<file path="config.mk">
export PLATFORM = sky130hd
export DESIGN_NAME = mcs_front
export DESIGN_NICKNAME = d
export VERILOG_FILES = /design/src/design/mcs_pkg.sv /design/src/design/mcs_front.sv
export SDC_FILE = /design/constraint.sdc
export NUM_CORES = 1
export LEC_CHECK = 0
export BUFFER_PORTS_ARGS = -buffer_cell sky130_fd_sc_hd__clkbuf_2
export CORE_ASPECT_RATIO = 2
export CORE_MARGIN = 2
export CORE_UTILIZATION = 50
export DETAILED_ROUTE_END_ITERATION = 7
export HOLD_SLACK_MARGIN = 0.05
export PLACE_DENSITY = 0.84
export SLEW_MARGIN = 25
export SYNTH_ARGS = -nofsm -noshare
export SYNTH_HDL_FRONTEND = slang
export SYNTH_SLANG_ARGS = --single-unit
</file>
<file path="constraint.sdc">
create_clock -name clk_i -period 10.4 [get_ports clk_i]
set_input_delay 2.6 -clock clk_i [delete_from_list [all_inputs] [get_ports clk_i]]
set_output_delay 2.6 -clock clk_i [all_outputs]
set_load 0.01 [all_outputs]
</file>
<file path="src/design/mcs_pkg.sv">
// -----------------------------------------------------------------------------
// mcs_pkg
// Shared types, codes and sizes of the multithreaded core scheduler.
// -----------------------------------------------------------------------------
package mcs_pkg;

  localparam int MAX_THREADS     = 8;
  localparam int REGS_PER_THREAD = 8;
  localparam int LINE_BITS       = 16;

  localparam int TID_W  = (MAX_THREADS > 1) ? $clog2(MAX_THREADS) : 1;
  localparam int RIDX_W = $clog2(REGS_PER_THREAD);
  localparam int TCNT_W = $clog2(MAX_THREADS + 1);

  localparam int IN_DATA_W  = 80;
  localparam int IN_USER_W  = 2;
  localparam int OUT_DATA_W = 200;

  typedef enum logic [1:0] {
    REQ_TICK     = 2'd0,
    REQ_LOAD_RET = 2'd1,
    REQ_REG_READ = 2'd2,
    REQ_NONE     = 2'd3
  } req_e;

  typedef enum logic [2:0] {
    OP_NOP   = 3'd0,
    OP_ADD   = 3'd1,
    OP_SUB   = 3'd2,
    OP_ADDI  = 3'd3,
    OP_SUBI  = 3'd4,
    OP_LOAD  = 3'd5,
    OP_STORE = 3'd6,
    OP_HALT  = 3'd7
  } op_e;

  localparam logic [2:0] CFG_MODE    = 3'd0;
  localparam logic [2:0] CFG_TCOUNT  = 3'd1;
  localparam logic [2:0] CFG_LD_LAT  = 3'd2;
  localparam logic [2:0] CFG_ST_LAT  = 3'd3;
  localparam logic [2:0] CFG_PENALTY = 3'd4;

  localparam logic [1:0] MEM_NONE  = 2'd0;
  localparam logic [1:0] MEM_READ  = 2'd1;
  localparam logic [1:0] MEM_WRITE = 2'd2;

  typedef struct packed {
    req_e              req;
    op_e               op;
    logic [RIDX_W-1:0] dst;
    logic [RIDX_W-1:0] src1;
    logic [RIDX_W-1:0] src2;
    logic [31:0]       src2_imm;
    logic              src2_is_imm;
    logic [TID_W-1:0]  tgt;
    logic [31:0]       ldata;
  } item_t;

  typedef struct packed {
    logic        issued;
    logic [2:0]  ithr;
    logic [1:0]  memop;
    logic [31:0] addr;
    logic [31:0] wdata;
    logic [2:0]  nt;
    logic [15:0] nline;
    logic [8:0]  added;
    logic [31:0] tcyc;
    logic [31:0] tinst;
    logic        halted;
    logic [31:0] regval;
  } result_t;

endpackage

</file>
<file path="src/design/mcs_front.sv">
// -----------------------------------------------------------------------------
// mcs_front
// Unpacks and classifies input beats and queues them for the back end.
// -----------------------------------------------------------------------------
module mcs_front import mcs_pkg::*; (
  input  logic                 clk_i,
  input  logic                 rst_ni,
  input  logic                 in_valid_i,
  output logic                 in_ready_o,
  input  logic [IN_DATA_W-1:0] in_data_i,
  input  logic [IN_USER_W-1:0] in_user_i,
  output logic                 q_valid_o,
  output item_t                q_item_o,
  input  logic                 q_pop_i
);

  item_t      dec;
  item_t      slot_q [2];
  logic       wr_ptr_q, rd_ptr_q;
  logic [1:0] cnt_q;
  logic       push;

  // Register indexes wrap modulo the register count, threads modulo the thread count.
  always_comb begin
    dec.req         = req_e'(in_user_i[1:0]);
    dec.op          = op_e'(in_data_i[2:0]);
    dec.dst         = RIDX_W'(in_data_i[5:3] % REGS_PER_THREAD);
    dec.src1        = RIDX_W'(in_data_i[8:6] % REGS_PER_THREAD);
    dec.src2        = RIDX_W'(in_data_i[40:9] % REGS_PER_THREAD);
    dec.src2_imm    = in_data_i[40:9];
    dec.src2_is_imm = in_data_i[41];
    dec.tgt         = TID_W'(in_data_i[44:42] % MAX_THREADS);
    dec.ldata       = in_data_i[76:45];
  end

  assign in_ready_o = (cnt_q != 2'd2);
  assign push       = in_valid_i && in_ready_o;
  assign q_valid_o  = (cnt_q != 2'd0);
  assign q_item_o   = slot_q[rd_ptr_q];

  always_ff @(posedge clk_i or negedge rst_ni) begin
    if (!rst_ni) begin
      wr_ptr_q <= 1'b0;
      rd_ptr_q <= 1'b0;
      cnt_q    <= 2'd0;
    end else begin
      if (push) wr_ptr_q <= ~wr_ptr_q;
      if (q_pop_i) rd_ptr_q <= ~rd_ptr_q;
      cnt_q <= cnt_q + 2'(push) - 2'(q_pop_i);
    end
  end

  always_ff @(posedge clk_i) begin
    if (push) slot_q[wr_ptr_q] <= dec;
  end

endmodule

</file>
After elaboration in Yosys (flattened, before gate mapping). Memories as Yosys holds them, arrays and structs flattened. Index checks and enable logic that the tools add are counted.

Add/sub/neg operators: 2. $mul: 0. Divide/modulo/power cells: 0. $lt $le $gt $ge: 0. Equality and inequality tests: 1. Shifts and indexed selects: 0. Multiplexer cells: 2. Bitwise gates (word level): 2. Reduce and logical (&&, ||, !) cells: 2.

Operators with widths (count): 2-bit by 1-bit adder with 2-bit output (1); 1-bit two-way mux (2); 2-bit != test (second input constant) (1); 1-bit NOT (2); 2-bit nonzero test (1); 2-bit by 1-bit subtractor with 2-bit output (1); 1-bit logical AND (1).

Register bits: 4. Bits in latches: 0. Memory bits (writable): 164. Bits in read-only memories: 0. Word-level logic and storage cells: 13. Memories kept: 1.

Memory list: slot_q (depth 2, bits a word 82, read ports 1, clocked after Yosys merged registers in 0, write ports 1, line mcs_front.sv:18) `item_t slot_q [2];`.

Depth between registers and ports, before layout.
Depth in word-level cells: 4. Gate-level depth with buffers: 5. Gate-level depth less buffers: 5.

Worst setup path before layout. No wires, ideal clock.

Kind: input-to-reg. Start point: input in_valid_i. End point: memory slot_q[0][0] (netlist bit) (enable). Library setup time: 0.517 ns. Data arrival time: 6.003 ns. Required time: 9.883 ns. Path slack: 3.880 ns. Stages: 2. Buffers on the path: 0. Path through: nand2_1 > nor2_1.

Longest elaborated chain between the ends: 3.

Ends and longest elaborated chain: from (decl) (line mcs_front.sv:8) `input logic in_valid_i,`; 1-bit logical AND (line mcs_front.sv:37) `assign push = in_valid_i && in_ready_o;`; 1-bit two-way mux (line mcs_front.sv:54) `if (push) slot_q[wr_ptr_q] <= dec;`; 1-bit two-way mux (implied by the code) (line mcs_front.sv:54); to (decl) (line mcs_front.sv:18).

No other way between the ends.

==> impl_metrics.ini <==
[synthesis]
synth_edf_count = 158
synth_commonest_cells = edfxtp_1 (158), mux2_4 (79), buf_12 (8)
yosysWarnings = 0
synth.avg_cell_area_um2 = 23.8
synth-seq-cells = 162
syn_area_um2 = 6320
synthesis.nets = 353
synth.distinct_cells = 17
synthFlopType = edfxtp_1
synth_seq_area_share = 0.766
synth.top_cell.area_share = 0.750
yosysTopAreaCell = edfxtp_1
async_flop_share = 0.0247
yosysMostFrequentCell = edfxtp_1
synth_area_leaders = edfxtp_1 (75%), mux2_4 (19%), buf_12 (2.5%), dfrtp_1 (1.6%), xnor2_1 (0.42%)
synthCells = 266

[placement]
dp_slack_ns = 5.60
place.gp.congestion = 0.710
dpl.hpwl_um = 7360
io_buffers = 166
placed_area_um2 = 7180
post-place-cells = 572

[timing]
finalWorstSetupSlack_ns = 5.22
tightest_slew_ns = 0.884
timing.final.crit_share = 0.499
fmax_ghz = 0.193
setup_viol = 0
final-hold-violation-count = 0
fin_crit_ns = 5.18
finClkSkew_ns = 0.00795
final_max_slew_viol_count = 0
grt_setup_unrepaired = no
slew_headroom = 0.410
finalSetupTns_ns = 0

[status]
status = finished, final reports clean

[setup_path]
required_ns = 7.80
startpoint_type = register
crit_arrival_ns = 2.58
worstSetupPathType = reg -> out
crit_path_end_kind = output pin
crit_fanout = 49

[floorplanning]
rows = 58
core_area_um2 = 12500
dieHeight_um = 163
dieArea_um2 = 13600
dieWidth_um = 83.5
ios = 170
start_util = 0.507

[layout]
syn_to_final_growth_pct = 23.4
final_util = 0.625
final_cells = 606
antenna_cells = 0
layout.nets = 530
final_area_um2 = 7800
fillers = 908
drive_gt1_frac = 0.625

[pwr]
ir_drop_mv = 0.194
power_density_nw_per_um2 = 289
power.leakage_uw = 0.00321

[route]
wire_per_inst_um = 17.8
finalWirelength_um = 10800
remaining_drc_errors = 0
dr.pass1.iters = 4
via_count = 2994
ant_nets = 0
drt_iter0_drc = 169
via_per_inst = 4.94

[cts]
cts_tree = yes
cts_resized = 0
postCtsSetupRepairBufs = 0
ctsHoldBuffers = 0
numCtsBuffers = 17
max-clock-path-buffers = 2
clock-sinks = 162
clock_latency_ns = 0.41
cts_max_level = 4
clk_pin_slew_ns = 0.07
cts_root_buf = clkbuf_16

[flow_run]
cap_viol_max_count = 0

[global_routing]
antenna_found_initial = 0
grt_overflow = 0
first_global_vias = 3241
grt_pass1_wl_um = 16600
grt_max_degree = 80
globalRouteTotalUtil = 0.165

[worst_hold_path]
hold_class = reg -> reg
through the flow:
stage	total power, µW	hold slack, ns
detailed placement	1680	0.559
finish	2260	0.563
CTS	2280	0.570
global placement	1650	0.523
global route	2360	0.587
floorplan	1510	0.461
placed cells by master, fill, tap and decap left out, drive strengths merged:
master,Yosys,final
edfxtp,158,158
clkbuf,0,183
and3,1,1
xnor2,3,3
nand2,1,1
ha,1,1
inv,0,8
nor3b,1,1
dfrtp,4,4
a21oi,1,1
buf,12,4
xor2,1,1
bufinv,0,1
a21bo,1,1
clkinv,0,5
mux2,79,79
or2,1,1
nand2b,1,1
nor2,1,1
clkinvlp,0,1
cells by family (layout without fill, tap and decap cells):
family / Yosys count / in the layout / share of synthesized area
AO/OA/AOI/OAI: 2 / 2 / 0.00297
XOR/XNOR: 4 / 4 / 0.00554
adder cells (fa/ha/maj): 1 / 1 / 0.00198
buffers and inverters: 12 / 202 / 0.0307
flip-flops: 162 / 162 / 0.766
multiplexers: 79 / 79 / 0.188
AND/OR/NAND/NOR: 6 / 6 / 0.00534
worst max-delay path, stage by stage (launching register included):
cell      delay [ns]
dfrtp_4         0.81
buf_4           0.82
mux2_4          0.37
clkbuf_2        0.13
flip-flops by register name, summed over array words and instances, names as in the netlist:
| register | count |
|---|---|
| cnt_q | 2 |
| wr_ptr_q | 1 |
| rd_ptr_q | 1 |
| slot_q | 158 |
cell type report:
class                      instances  area [µm²]  share of cell area
sequential                       162        4850               0.621
tap                              150         188              0.0241
timing repair buffer             170         893               0.114
clock buffer                      17         425              0.0545
multi-input combinational         92        1300               0.166
clock inverter                    15         149              0.0191
layer usage:
metal | vias up | track usage | share of wire
li1 | 1404 | - | -
met1 | 1462 | 0.165 | 0.34
met2 | 109 | 0.301 | 0.58
met3 | 19 | 0.0470 | 0.045
met4 | 0 | 0.0931 | 0.032
met5 | - | 0 | 0
final timing paths:
check	start	endpoint	slack [ns]	cells past startpoint
max	rd_ptr_q	q_item_o[20]	5.22	3
min	wr_ptr_q	wr_ptr_q	0.56	1
max reg2reg	cnt_q[0]	slot_q[0][17]	8.05	5
min reg2reg	wr_ptr_q	wr_ptr_q	0.56	1
max in group asynchronous	rst_ni	rd_ptr_q	8.28	1
min in group asynchronous	rst_ni	cnt_q[0]	1.98	1
power by group:
group	internal [µW]	leakage, µW	switching (µW)	total, µW
Sequential	894	0.00152	74.2	968
Combinational	366	0.00141	329	695
Clock	337	0.000284	256	594
Total	1600	0.00321	659	2260
(Power assumes the default switching activity.)
